**config.mk**
```make
export PLATFORM = sky130hd
export DESIGN_NAME = bounded_double_ended_queue
export DESIGN_NICKNAME = d
export VERILOG_FILES = /design/src/sv/bdq_pkg.sv /design/src/sv/bdq_ctrl.sv /design/src/sv/bdq_datapath.sv /design/src/sv/bounded_double_ended_queue.sv
export SDC_FILE = /design/constraint.sdc
export NUM_CORES = 1
export LEC_CHECK = 0
export ABC_AREA = 1
export BUFFER_PORTS_ARGS = -buffer_cell sky130_fd_sc_hd__buf_4
export CORE_MARGIN = 5
export CORE_UTILIZATION = 35
export DETAILED_ROUTE_END_ITERATION = 10
export PLACE_DENSITY = 0.58
export SYNTH_ARGS = -nofsm -noshare
export SYNTH_HDL_FRONTEND = slang
export SYNTH_SLANG_ARGS = --single-unit
```
**constraint.sdc**
```tcl
create_clock -name clk -period 3.5 [get_ports clk]
set_input_delay 0.175 -clock clk [delete_from_list [all_inputs] [get_ports clk]]
set_output_delay 0.175 -clock clk [all_outputs]
set_load 0.05 [all_outputs]
```
**src/sv/bdq_pkg.sv**
```systemverilog
// Shared types, operation codes and port widths for the bounded deque.
package bdq_pkg;

  // Fixed widths of the channel fields
  localparam int OP_W      = 3;
  localparam int PORT_WORD = 32;
  localparam int PORT_CNT  = 5;

  // Defaults for the top-level parameters
  localparam int DEPTH_DEF     = 16;
  localparam int WORD_BITS_DEF = 32;

  // Operation codes carried by each input transaction
  localparam logic [OP_W-1:0] OP_PUSH_BACK  = 3'd0;
  localparam logic [OP_W-1:0] OP_PUSH_FRONT = 3'd1;
  localparam logic [OP_W-1:0] OP_POP_FRONT  = 3'd2;
  localparam logic [OP_W-1:0] OP_POP_BACK   = 3'd3;
  localparam logic [OP_W-1:0] OP_PEEK_FRONT = 3'd4;
  localparam logic [OP_W-1:0] OP_CLEAR      = 3'd5;

  // Controller to datapath
  typedef struct packed {
    logic exec;       // input transaction accepted this cycle
    logic load_read;  // ring read data is valid, move it to the result
  } cmd_t;

  // Datapath to controller
  typedef struct packed {
    logic needs_read; // offered operation reads an entry of the ring
  } stat_t;

endpackage

```
**src/sv/bdq_ctrl.sv**
```systemverilog
// Controller: handshake sequencing and result valid for the bounded deque.
module bdq_ctrl (
  input  logic           clk,
  input  logic           rst_n,
  input  logic           in_valid,
  output logic           in_stall,
  output logic           out_valid,
  input  logic           out_stall,
  input  bdq_pkg::stat_t stat,
  output bdq_pkg::cmd_t  cmd
);

  typedef enum logic [1:0] {
    ST_IDLE = 2'b01,
    ST_READ = 2'b10
  } state_t;

  state_t state_r, state_nxt;
  logic   out_valid_r, out_valid_nxt;
  logic   out_free;
  logic   accept;

  // Result slot is free when empty or being taken this cycle
  assign out_free = !out_valid_r || !out_stall;
  assign accept   = (state_r == ST_IDLE) && in_valid && out_free;
  assign in_stall = !((state_r == ST_IDLE) && out_free);

  // Next state and result valid
  always_comb begin
    state_nxt     = state_r;
    out_valid_nxt = out_valid_r && out_stall;
    cmd.exec      = 1'b0;
    cmd.load_read = 1'b0;
    case (state_r)
      ST_IDLE: begin
        if (accept) begin
          cmd.exec = 1'b1;
          if (stat.needs_read) begin
            state_nxt     = ST_READ;
            out_valid_nxt = 1'b0;
          end else begin
            out_valid_nxt = 1'b1;
          end
        end
      end
      ST_READ: begin
        // slot was freed on accept, so the result always loads here
        cmd.load_read = 1'b1;
        out_valid_nxt = 1'b1;
        state_nxt     = ST_IDLE;
      end
      default: begin
        state_nxt     = ST_IDLE;
        out_valid_nxt = 1'b0;
      end
    endcase
  end

  always_ff @(posedge clk) begin
    if (!rst_n) begin
      state_r     <= ST_IDLE;
      out_valid_r <= 1'b0;
    end else begin
      state_r     <= state_nxt;
      out_valid_r <= out_valid_nxt;
    end
  end

  assign out_valid = out_valid_r;

endmodule

```
**src/sv/bdq_datapath.sv**
```systemverilog
// Datapath: ring memory, front pointer, occupancy, capacity and result register.
module bdq_datapath #(
  parameter int DEPTH     = bdq_pkg::DEPTH_DEF,
  parameter int WORD_BITS = bdq_pkg::WORD_BITS_DEF
) (
  input  logic                           clk,
  input  logic                           rst_n,
  input  logic                           cfg_wr_en,
  input  logic [bdq_pkg::PORT_CNT-1:0]   cfg_capacity_limit,
  input  logic [bdq_pkg::OP_W-1:0]       in_operation,
  input  logic [bdq_pkg::PORT_WORD-1:0]  in_push_word,
  input  bdq_pkg::cmd_t                  cmd,
  output bdq_pkg::stat_t                 stat,
  output logic                           out_accepted,
  output logic [bdq_pkg::PORT_WORD-1:0]  out_read_word,
  output logic                           out_is_empty,
  output logic                           out_is_full,
  output logic [bdq_pkg::PORT_CNT-1:0]   out_entry_count
);

  localparam int AW = $clog2(DEPTH);
  localparam int CW = $clog2(DEPTH + 1);
  localparam int SW = AW + 1;
  localparam int PORT_PAD = bdq_pkg::PORT_WORD;
  localparam logic [AW-1:0] LAST_SLOT = AW'(DEPTH - 1);
  localparam logic [SW-1:0] DEPTH_S   = SW'(DEPTH);

  logic [WORD_BITS-1:0] ring_mem [DEPTH];
  logic [WORD_BITS-1:0] rd_data_r;

  logic [AW-1:0] front_r, front_nxt;
  logic [CW-1:0] occ_r, occ_nxt;
  logic [CW-1:0] cap_r, cap_nxt;

  logic [AW-1:0] front_inc, front_dec, back_slot, last_slot, wr_addr, rd_addr;
  logic [SW-1:0] back_sum, last_sum;
  logic          room, nonempty, ok, wr_en, rd_en;

  logic [WORD_BITS+PORT_PAD-1:0] push_ext;
  logic [WORD_BITS+PORT_PAD-1:0] read_ext;
  logic [CW+bdq_pkg::PORT_CNT-1:0] cnt_ext;

  // Slot arithmetic, wrapped by one compare and subtract
  assign front_inc = (front_r == LAST_SLOT) ? '0 : front_r + AW'(1);
  assign front_dec = (front_r == '0) ? LAST_SLOT : front_r - AW'(1);
  assign back_sum  = SW'(front_r) + SW'(occ_r);
  assign last_sum  = SW'(front_r) + SW'(occ_r) - SW'(1);
  assign back_slot = (back_sum >= DEPTH_S) ? AW'(back_sum - DEPTH_S) : AW'(back_sum);
  assign last_slot = (last_sum >= DEPTH_S) ? AW'(last_sum - DEPTH_S) : AW'(last_sum);

  assign room     = occ_r < cap_r;
  assign nonempty = occ_r != '0;

  // Operation decode
  always_comb begin
    front_nxt = front_r;
    occ_nxt   = occ_r;
    ok        = 1'b0;
    wr_en     = 1'b0;
    rd_en     = 1'b0;
    wr_addr   = back_slot;
    rd_addr   = front_r;
    case (in_operation)
      bdq_pkg::OP_PUSH_BACK: begin
        if (room) begin
          wr_en   = 1'b1;
          occ_nxt = occ_r + CW'(1);
          ok      = 1'b1;
        end
      end
      bdq_pkg::OP_PUSH_FRONT: begin
        if (room) begin
          wr_en     = 1'b1;
          wr_addr   = front_dec;
          front_nxt = front_dec;
          occ_nxt   = occ_r + CW'(1);
          ok        = 1'b1;
        end
      end
      bdq_pkg::OP_POP_FRONT: begin
        if (nonempty) begin
          rd_en     = 1'b1;
          front_nxt = front_inc;
          occ_nxt   = occ_r - CW'(1);
          ok        = 1'b1;
        end
      end
      bdq_pkg::OP_POP_BACK: begin
        if (nonempty) begin
          rd_en   = 1'b1;
          rd_addr = last_slot;
          occ_nxt = occ_r - CW'(1);
          ok      = 1'b1;
        end
      end
      bdq_pkg::OP_PEEK_FRONT: begin
        if (nonempty) begin
          rd_en = 1'b1;
          ok    = 1'b1;
        end
      end
      bdq_pkg::OP_CLEAR: begin
        front_nxt = '0;
        occ_nxt   = '0;
        ok        = 1'b1;
      end
      default: begin
      end
    endcase
  end

  assign stat.needs_read = rd_en;

  // Capacity clamp into 1..DEPTH
  always_comb begin
    if (cfg_capacity_limit == '0) begin
      cap_nxt = CW'(1);
    end else if (32'(cfg_capacity_limit) > DEPTH) begin
      cap_nxt = CW'(DEPTH);
    end else begin
      cap_nxt = CW'(cfg_capacity_limit);
    end
  end

  // Control registers
  always_ff @(posedge clk) begin
    if (!rst_n) begin
      front_r <= '0;
      occ_r   <= '0;
      cap_r   <= CW'(DEPTH);
    end else begin
      if (cmd.exec) begin
        front_r <= front_nxt;
        occ_r   <= occ_nxt;
      end
      if (cfg_wr_en) begin
        cap_r <= cap_nxt;
      end
    end
  end

  // Payload width adaptation
  assign push_ext = {{WORD_BITS{1'b0}}, in_push_word};
  assign read_ext = {{PORT_PAD{1'b0}}, rd_data_r};
  assign cnt_ext  = {{bdq_pkg::PORT_CNT{1'b0}}, occ_nxt};

  // Ring memory, registered read
  always_ff @(posedge clk) begin
    if (cmd.exec && wr_en) begin
      ring_mem[wr_addr] <= push_ext[WORD_BITS-1:0];
    end
    if (cmd.exec && rd_en) begin
      rd_data_r <= ring_mem[rd_addr];
    end
  end

  // Result register: status on accept, read word when the ring answers
  always_ff @(posedge clk) begin
    if (cmd.exec) begin
      out_accepted    <= ok;
      out_is_empty    <= occ_nxt == '0;
      out_is_full     <= occ_nxt >= cap_r;
      out_entry_count <= cnt_ext[bdq_pkg::PORT_CNT-1:0];
      out_read_word   <= '0;
    end else if (cmd.load_read) begin
      out_read_word   <= read_ext[bdq_pkg::PORT_WORD-1:0];
    end
  end

endmodule

```
**src/sv/bounded_double_ended_queue.sv**
```systemverilog
// Top level of the bounded double-ended queue: controller, datapath, checks.
// Usage:
//   Input channel in_valid/in_stall carries one operation (push back, push
//   front, pop front, pop back, peek front, clear) and a push word. Every
//   transaction yields exactly one result transaction on out_valid/out_stall:
//   accepted flag, word read, empty, full and entry count after the operation.
//   cfg_wr_en with cfg_capacity_limit sets the capacity (clamped to 1..DEPTH);
//   write it only while the block is idle.
// Sequencing:
//   Pushes, clear, refused and unknown operations: result valid the cycle
//   after acceptance, one transaction per cycle unless out_stall holds a result.
//   Successful pops and peeks: the word is read into rd_data_r, then loaded
//   into the result register in state ST_READ; in_stall is high in ST_READ,
//   so no new transaction is taken before that result is loaded.
// Reset: synchronous, active low; the queue empties, the front pointer goes
//   to slot 0 and the capacity returns to DEPTH.
// Stall: a waiting result is held in the output register; a new transaction
//   is still taken in the cycle the result leaves, otherwise in_stall rises.
module bounded_double_ended_queue #(
  parameter int DEPTH     = bdq_pkg::DEPTH_DEF,
  parameter int WORD_BITS = bdq_pkg::WORD_BITS_DEF
) (
  input  logic                           clk,
  input  logic                           rst_n,
  input  logic                           cfg_wr_en,
  input  logic [bdq_pkg::PORT_CNT-1:0]   cfg_capacity_limit,
  input  logic                           in_valid,
  output logic                           in_stall,
  input  logic [bdq_pkg::OP_W-1:0]       in_operation,
  input  logic [bdq_pkg::PORT_WORD-1:0]  in_push_word,
  output logic                           out_valid,
  input  logic                           out_stall,
  output logic                           out_accepted,
  output logic [bdq_pkg::PORT_WORD-1:0]  out_read_word,
  output logic                           out_is_empty,
  output logic                           out_is_full,
  output logic [bdq_pkg::PORT_CNT-1:0]   out_entry_count
);

  bdq_pkg::cmd_t  cmd;
  bdq_pkg::stat_t stat;

  bdq_ctrl u_ctrl (
    .clk       (clk),
    .rst_n     (rst_n),
    .in_valid  (in_valid),
    .in_stall  (in_stall),
    .out_valid (out_valid),
    .out_stall (out_stall),
    .stat      (stat),
    .cmd       (cmd)
  );

  bdq_datapath #(
    .DEPTH     (DEPTH),
    .WORD_BITS (WORD_BITS)
  ) u_datapath (
    .clk                (clk),
    .rst_n              (rst_n),
    .cfg_wr_en          (cfg_wr_en),
    .cfg_capacity_limit (cfg_capacity_limit),
    .in_operation       (in_operation),
    .in_push_word       (in_push_word),
    .cmd                (cmd),
    .stat               (stat),
    .out_accepted       (out_accepted),
    .out_read_word      (out_read_word),
    .out_is_empty       (out_is_empty),
    .out_is_full        (out_is_full),
    .out_entry_count    (out_entry_count)
  );

  // Read data only ever lands in an empty result slot
  a_read_slot_free: assert property (@(posedge clk) disable iff (!rst_n)
    cmd.load_read |-> !out_valid)
    else $error("ring read data arrived while a result was pending");

  // A reading operation is followed by the read data load
  a_read_follows: assert property (@(posedge clk) disable iff (!rst_n)
    (cmd.exec && stat.needs_read) |=> cmd.load_read)
    else $error("read operation did not complete in the next cycle");

  // Non-reading operations present their result the next cycle
  a_direct_result: assert property (@(posedge clk) disable iff (!rst_n)
    (cmd.exec && !stat.needs_read) |=> out_valid)
    else $error("result missing after a non-reading operation");

  // A refused operation reads nothing
  a_refused_zero: assert property (@(posedge clk) disable iff (!rst_n)
    (out_valid && !out_accepted) |-> (out_read_word == '0))
    else $error("refused transaction carries a read word");

endmodule
```
==> summary.md, run 1 <==
| Metric | Value |
|---|---|
| Pwr Density | `546.5 nW/um^2` |
| Seq/Total Area, Yosys | `65.39%` |
| #FFs+latches synth | `601` |
| CP arrival | `3.50 ns` |
| Final wirelength | `69530 um` |
| Final Cycle Share | `92.10%` |
| DRT iter0 DRCs | `1618` |
| Num Clock Sinks | `601` |
| Clk_lat worst skew | `0.63 ns` |
| Ys async rst share | `0%` |
| Vias after detailed routing | `18.11k` |
| CP max-delay cell | `nand3_1` |
| CP Launch Type | `register` |
| Syn Inst Count | `2617` |
| Worst path top cell family by delay | `simple AND/OR/NAND/NOR gates` |
| Share of cells above drive strength 1 | `11.22%` |
| Unrepaired setup endpoints after global routing | `false` |
| CTS tree | `yes` |
| Hold Crit Class | `in2reg` |
| Core area | `75950 um^2` |
| Top-level port count | `87` |
| DRC Markers | `0` |
| Post-synthesis cell type count | `38` |
| Max IR drop VDD | `0.3466 mV` |
| Area leader, netlist | `edfxtp_1` |
| Die Area | `82350 um^2` |
| Clock root buffer | `clkbuf_16` |
| Synth top area share | `61.74%` |
| DRT antenna net count | `0` |
| Ant. Diodes | `0` |
| First-pass GRT wire length | `106300 um` |
| Max incr delay on CP | `0.40 ns` |
| Max Slew Vio Count | `0` |
| # rows | `101` |
| Pre-Repair DR Iteration Count | `5` |
| Yosys warnings | `0` |
| WP buf/inv | `2` |
| Dpl hpwl | `40130 um` |
| Die height | `287.0 um` |
| Crit path kind | `reg2reg` |
| Pleak | `13.62 nW` |
| WL per Instance | `18.16 um` |
| Primary FF master, synth | `edfxtp_1` |
| Post-layout min period | `3.223 ns` |
| GRT overflow | `0` |
| Placed Area | `29100 um^2` |
| Vias in the first global route | `17.28k` |
| IO Port Bufs | `86` |
| Count leader, synth | `nand3_1` |
| Net Count, Synth | `2682` |
| Initial core utilization | `35.35%` |
| Final instance area | `31470 um^2` |
| Setup violators final | `0` |
| Final Wtd Congestion | `0.8123` |
| Layout area overhead | `17.20%` |
| Peak Freq | `310.2 MHz` |
| CP required | `3.78 ns` |
| CTS H-tree lvls | `2` |
| Fin nets | `2814` |
| EDFF count, synth | `552` |
| Tot GR Track Use | `16.65%` |
| Clock transition at path regs | `0.07 ns` |
| Synth Cell Area | `26850 um^2` |
| Top post-synthesis cells by area | `edfxtp_1 62%, nand3_1 12%, inv_1 8.3%, nand2_1 6.8%, dfxtp_1 3.7%` |
| Die Wd | `287.0 um` |
| Crit. End Element | `register` |
| Max cap viols | `0` |
| Crit-path max FO | `19` |
| Worst Clk Skew | `0.02023 ns` |
| Fin. Hold Viols | `0` |
| Via/cell ratio | `4.732` |
| Final TNS setup | `0 ns` |
| Mean post-synth cell area | `10.26 um^2` |
| Rel. slew slack | `23.39%` |
| Least-Margin Pin Slew | `1.145 ns` |
| Worst path cell trace | `inv_1, ha_1, a21oi_1, nand3_2, nor2_2, nand2_1, o21ai_1, nand3_1, nor2_4, buf_4` |
| Setup bufs post-CTS | `0` |
| Status | `finished, final reports clean` |
| Largest net degree at the start of global routing | `107` |
| Post-synth top cells | `627 x nand3_1, 593 x inv_1, 552 x edfxtp_1` |
| Bufs on Longest Clock Path | `3` |
| Initial antenna violation count | `1` |
| CTS Buf Count | `59` |
==> per-stage QoR <==
stage / setup slack (ns) / hold slack, ns / power (W) / instances / utilization, %
6_report: 0.2766 / 0.04557 / 0.01720 / 3828 / 41.43
4_1_cts: 0.3062 / 0.01019 / 0.01738 / 3828 / 41.43
2_1_floorplan: -0.001361 / 0.2739 / 0.01007 / 2617 / -
3_3_place_gp: 0.4185 / 0.4559 / 0.01103 / 3671 / 38.31
5_1_grt: 0.1281 / 0.04202 / 0.01797 / 3828 / 41.43
3_5_place_dp: 0.3374 / 0.4570 / 0.01105 / 3671 / 38.31
==> sequential cells by signal, summed over array words and instances (netlist names), 2 cells and up <==
| register | flops |
|---|---|
| u_datapath.out_entry_count | 5 |
| u_datapath.cap_r | 5 |
| u_datapath.ring_mem | 512 |
| u_datapath.rd_data_r | 32 |
| u_datapath.occ_r | 5 |
| u_ctrl.state_r | 2 |
| u_datapath.out_read_word | 32 |
| u_datapath.front_r | 4 |
==> cell type report <==
| class | count | area (um^2) |
|---|---|---|
| tap | 1030 | 1289 |
| clock buffer | 69 | 1514 |
| fill | 7196 | 44480 |
| timing repair buffer | 200 | 1982 |
| clock inverter | 41 | 387.9 |
| inverter | 596 | 2237 |
| sequential | 601 | 17560 |
| multi-input combinational | 1291 | 6502 |
==> kinds of logic after synthesis <==
family | synth area share [%]
xor+xnor | 0.2609
flops | 65.39
mux | 1.342
buf+inv | 11.04
fa+ha+maj | 0.9600
compound gates | 1.258
simple gates | 19.75
==> report_power, final <==
part | total (W) | internal (W) | leakage [nW] | switching, W
Sequential | 0.00813 | 0.00805 | 5.37 | 0.0000741
Clock | 0.00627 | 0.00355 | 0.940 | 0.00272
Combinational | 0.00280 | 0.000870 | 7.31 | 0.00193
Total | 0.0172 | 0.0125 | 13.6 | 0.00473
==> worst register-to-register path, stage by stage (launching register included) <==
cell and delay, ns:
dfxtp_1 0.33, inv_1 0.06, ha_1 0.30, a21oi_1 0.27, nand3_2 0.23, nor2_2 0.28
nand2_1 0.21, o21ai_1 0.22, nand3_1 0.40, nor2_4 0.21, buf_4 0.36
==> final timing paths <==
kind / slack, ns / cells past startpoint / end / startpoint
setup / recovery: 0.28 / 10 / u_datapath.ring_mem[5][13] / u_datapath.cap_r[4]
hold / removal: 0.05 / 5 / u_ctrl.out_valid / out_stall
setup reg to reg: 0.28 / 10 / u_datapath.ring_mem[5][13] / u_datapath.cap_r[4]
hold reg to reg: 0.50 / 2 / u_ctrl.state_r[1] / u_ctrl.state_r[1]
==> layout by cell type, fill, tap and decap left out, types with 4 or more instances in the layout <==
master	netlist	final
nand3_1	627	627
inv_1	593	592
edfxtp_1	552	552
nand2_1	489	488
buf_4	13	124
clkbuf_16	0	59
dfxtp_1	49	49
dlygate4sd3_1	0	47
mux2_2	32	32
buf_12	0	29
a21oi_1	24	24
o21ai_0	21	21
ha_1	19	18
nor2_4	1	17
clkinv_2	0	17
nor2_1	31	15
clkinv_1	0	12
clkbuf_1	36	10
bufinv_16	0	6
xnor2_1	4	4
nor3_1	4	4
xor2_1	4	4
nand2_4	3	4
==> routing by layer <==
metal | up-vias | GRT usage, % | wire (um)
li1 | 8796 | - | -
met1 | 8704 | 22.62 | 30620
met2 | 518 | 27.94 | 33050
met3 | 95 | 3.188 | 4486
met4 | 0 | 3.643 | 1371
met5 | - | 0 | 0
==> timing repair <==
| item | in CTS | in global routing |
|---|---|---|
| hold buffers | 47 | 0 |
| endpoints found under the hold margin | 527 | 0 |
| setup endpoints to repair | 0 | 0 |
| resized for setup | 0 | 0 |
Note: power is estimated with default switching activity, not from simulation.
==> run 2, diff against run 1 <==
==> constraint.sdc (replaced) <==
create_clock -name clk -period 2.8 [get_ports clk]
set_input_delay 0.14 -clock clk [delete_from_list [all_inputs] [get_ports clk]]
set_output_delay 0.14 -clock clk [all_outputs]
set_load 0.05 [all_outputs]
==> run 2 against run 1 <==
Maximum frequency rose by 19%. Critical path depth rose by 2. Final cell count rose by 3.2%. First-iteration DRC count rose by 20%. Sequential share of layout area fell by 3.2 points. Via count rose by 5.1%. Sequential power rose by 24%. Core utilization rose by 2.6 points. Clock skew rose by 0.0072 ns. Combinational power rose by 62%. Wire length rose by 12%.
==> summary.md, run 2 (synthesis gave the netlist of run 1 again) <==
| Metric | Value |
|---|---|
| WL per Instance | `19.64 um (+8.1%)` |
| Cell depth of the worst hold path | `4 (-1)` |
| Non-Filler Instances | `3949 (+3.2%)` |
| Layout area overhead | `24.44%` |
| Crit. End Element | `register` |
| Pleak | `14.47 nW (+6.3%)` |
| Bufs on Longest Clock Path | `3 (unchanged)` |
| Fin nets | `2933 (+4.2%)` |
| Hold Crit Class | `in2reg` |
| CP Launch Type | `register` |
| Dpl hpwl | `46580 um (+16%)` |
| Most used cell, CP | `nand2_1` |
| Final TNS setup | `0 ns (unchanged)` |
| R2R Path End | `u_datapath.rd_data_r[31]` |
| Core area | `75950 um^2 (unchanged)` |
| WP buf/inv | `3 (+1)` |
| # rows | `101 (unchanged)` |
| Cells on worst reg2reg path | `12 (+2)` |
| Least-Margin Pin Slew | `0.4615 ns (-0.6833 ns)` |
| Max incr delay on CP | `0.58 ns (+0.18 ns)` |
| CTS Buf Count | `66 (+12%)` |
| Worst Clk Skew | `0.02742 ns (+0.007185 ns)` |
| Final wirelength | `77550 um (+12%)` |
| GRT overflow | `0 (unchanged)` |
| Worst path top cell family by delay | `adder cells` |
| Max Slew Vio Count | `0 (unchanged)` |
| DRT antenna net count | `0 (unchanged)` |
| Max cap viols | `0 (unchanged)` |
| Share of cells above drive strength 1 | `16.10% (+4.9 points)` |
| Hold path startpoint | `in_operation[1]` |
| First-pass GRT wire length | `112200 um (+5.6%)` |
| Placed Area | `30040 um^2 (+3.3%)` |
| # fillers | `7027 (-2.3%)` |
| Crit path kind | `reg2reg` |
| Worst hold endpoint | `u_datapath.out_accepted` |
| Tot GR Track Use | `17.86% (+1.2 points)` |
| DRC Markers | `0 (unchanged)` |
| Most flop-heavy register | `u_datapath.ring_mem` |
| Ant. Diodes | `0 (unchanged)` |
| Post-layout min period | `2.702 ns (-0.5212 ns)` |
| Final Wtd Congestion | `0.8597 (+5.8%)` |
| Num Clock Sinks | `601 (unchanged)` |
| Area of the multi-input gates | `6794 um^2 (+4.5%)` |
| Total design power | `0.02299 W (+34%)` |
| Max IR drop VDD | `0.4081 mV (+18%)` |
| IO Port Bufs | `86 (unchanged)` |
| Via/cell ratio | `4.821 (+1.9%)` |
| Largest net degree at the start of global routing | `55 (-49%)` |
| Final Cycle Share | `96.51% (+4.4 points)` |
| Max FFs per register | `512 (unchanged)` |
| Register Area | `17560 um^2 (about the same)` |
| Commonest non-fill, non-tap cells in the layout | `606 x nand3_1, 590 x inv_1, 552 x edfxtp_1, 481 x nand2_1, 182 x buf_4` |
| DRT iter0 DRCs | `1943 (+20%)` |
| Final instance area | `33410 um^2 (+6.2%)` |
| Biggest regs | `u_datapath.ring_mem: 512 flops, u_datapath.out_read_word: 32 flops, u_datapath.rd_data_r: 32 flops` |
| Fin. Hold Viols | `0 (unchanged)` |
| Worst path cell trace | `ha_2, inv_1, fa_2, ha_4, xor2_2, nand2_1, o21ai_4, buf_4, buf_12, nand3_1, nand3_2, nand2_1` |
| CP max-delay cell | `fa_2` |
| Initial core utilization | `35.35% (unchanged)` |
| Die Area | `82350 um^2 (unchanged)` |
| Pre-Repair DR Iteration Count | `5 (unchanged)` |
| Die Wd | `287.0 um (unchanged)` |
| Worst r2r src | `u_datapath.front_r[0]` |
| Vias in the first global route | `17.62k (+2.0%)` |
| Most common cell after layout, fill and taps aside | `nand3_1` |
| Clk_lat worst skew | `0.61 ns (-0.02 ns)` |
| Worst R2R Setup Slack | `0.1 ns (-0.18 ns)` |
| Peak Freq | `370.1 MHz (+19%)` |
| CTS H-tree lvls | `3 (+1)` |
| Crit-path max FO | `15 (-4)` |
| Setup violators final | `0 (unchanged)` |
| CTS tree | `yes` |
| Clock transition at path regs | `0.06 ns (about the same)` |
| Initial antenna violation count | `0 (-1)` |
| CP required | `3.15 ns (-0.63 ns)` |
| Status | `finished, final reports clean` |
| Vias after detailed routing | `19.04k (+5.1%)` |
| Die height | `287.0 um (unchanged)` |
| Pwr Density | `688.1 nW/um^2 (+26%)` |
| Rel. slew slack | `69.23% (+46 points)` |
| CP arrival | `3.05 ns (-0.45 ns)` |
| Clock root buffer | `clkbuf_16` |
| Top-level port count | `87 (unchanged)` |
| Placed Instances | `3750 (+2.2%)` |
[run 2: changes by cell type in the layout (fill, tap and decap cells not counted), sizes merged, moves of 3 or more]
cell,previous run,this run
nor2,35,38
clkbuf,69,99
buf,153,251
clkinv,31,24
bufinv,6,2
[run 2: through the flow]
stage               util [%]  hold WS, ns  setup WS, ns
floorplan                  -       0.2389       -0.2414
global placement       39.56       0.4134       -0.3882
detailed placement     39.56       0.4098       -0.4167
CTS                    43.24      0.01062      0.007171
global route           43.99      0.07140    -0.0008085
finish                 43.99      0.03549       0.09780
[run 2: worst register-to-register path: stages, from the launching register on]
cell and delay [ns]:
dfxtp_2 0.33, ha_2 0.17, inv_1 0.05, fa_2 0.58
ha_4 0.15, xor2_2 0.17, nand2_1 0.11, o21ai_4 0.10
buf_4 0.15, buf_12 0.15, nand3_1 0.24, nand3_2 0.18
nand2_1 0.08
[run 2: how the worst max path moves through the flow]
stage	cells past startpoint	slack, ns	to	from
4_1_cts	14	0.007	u_datapath.rd_data_r[16]	u_datapath.occ_r[0]
2_1_floorplan	11	-0.24	u_datapath.ring_mem[10][0]	u_datapath.cap_r[4]
3_5_place_dp	9	-0.42	u_datapath.ring_mem[3][12]	u_datapath.cap_r[4]
5_1_grt	12	-0.0008	u_datapath.rd_data_r[31]	u_datapath.front_r[0]
6_report	12	0.1	u_datapath.rd_data_r[31]	u_datapath.front_r[0]
3_3_place_gp	11	-0.39	u_datapath.ring_mem[3][3]	u_datapath.cap_r[4]
[run 2: layout make-up]
type | instances | area share (%)
clock buffers | 91 | 5.441
clock inverters | 28 | 0.7003
inverters | 596 | 6.707
multi-input cells | 1295 | 20.33
flip-flops and latches | 601 | 52.56
well taps | 1030 | 3.857
repair buffers | 308 | 10.40
[run 2: power breakdown]
group | switching [W] | internal, W | leakage, nW
Combinational | 0.00293 | 0.00160 | 8.09
Sequential | 0.0000751 | 0.0101 | 5.37
Clock | 0.00356 | 0.00476 | 1.01
Total | 0.00656 | 0.0164 | 14.5
[run 2: timing repair]
item	in CTS	in global routing
resized for setup	13	52
setup buffers	11	11
hold endpoints to repair	528	0
hold buffers	48	0
pin swaps	8	9
endpoints found under the setup margin	339	436
cloned	4	9
[run 2: layer usage]
layer / track usage [%] / part of all wire [%]
met1: 25.96 / 44
met5: 0 / 0
met4: 4.402 / 2.3
met2: 28.23 / 46
met3: 2.799 / 8.0
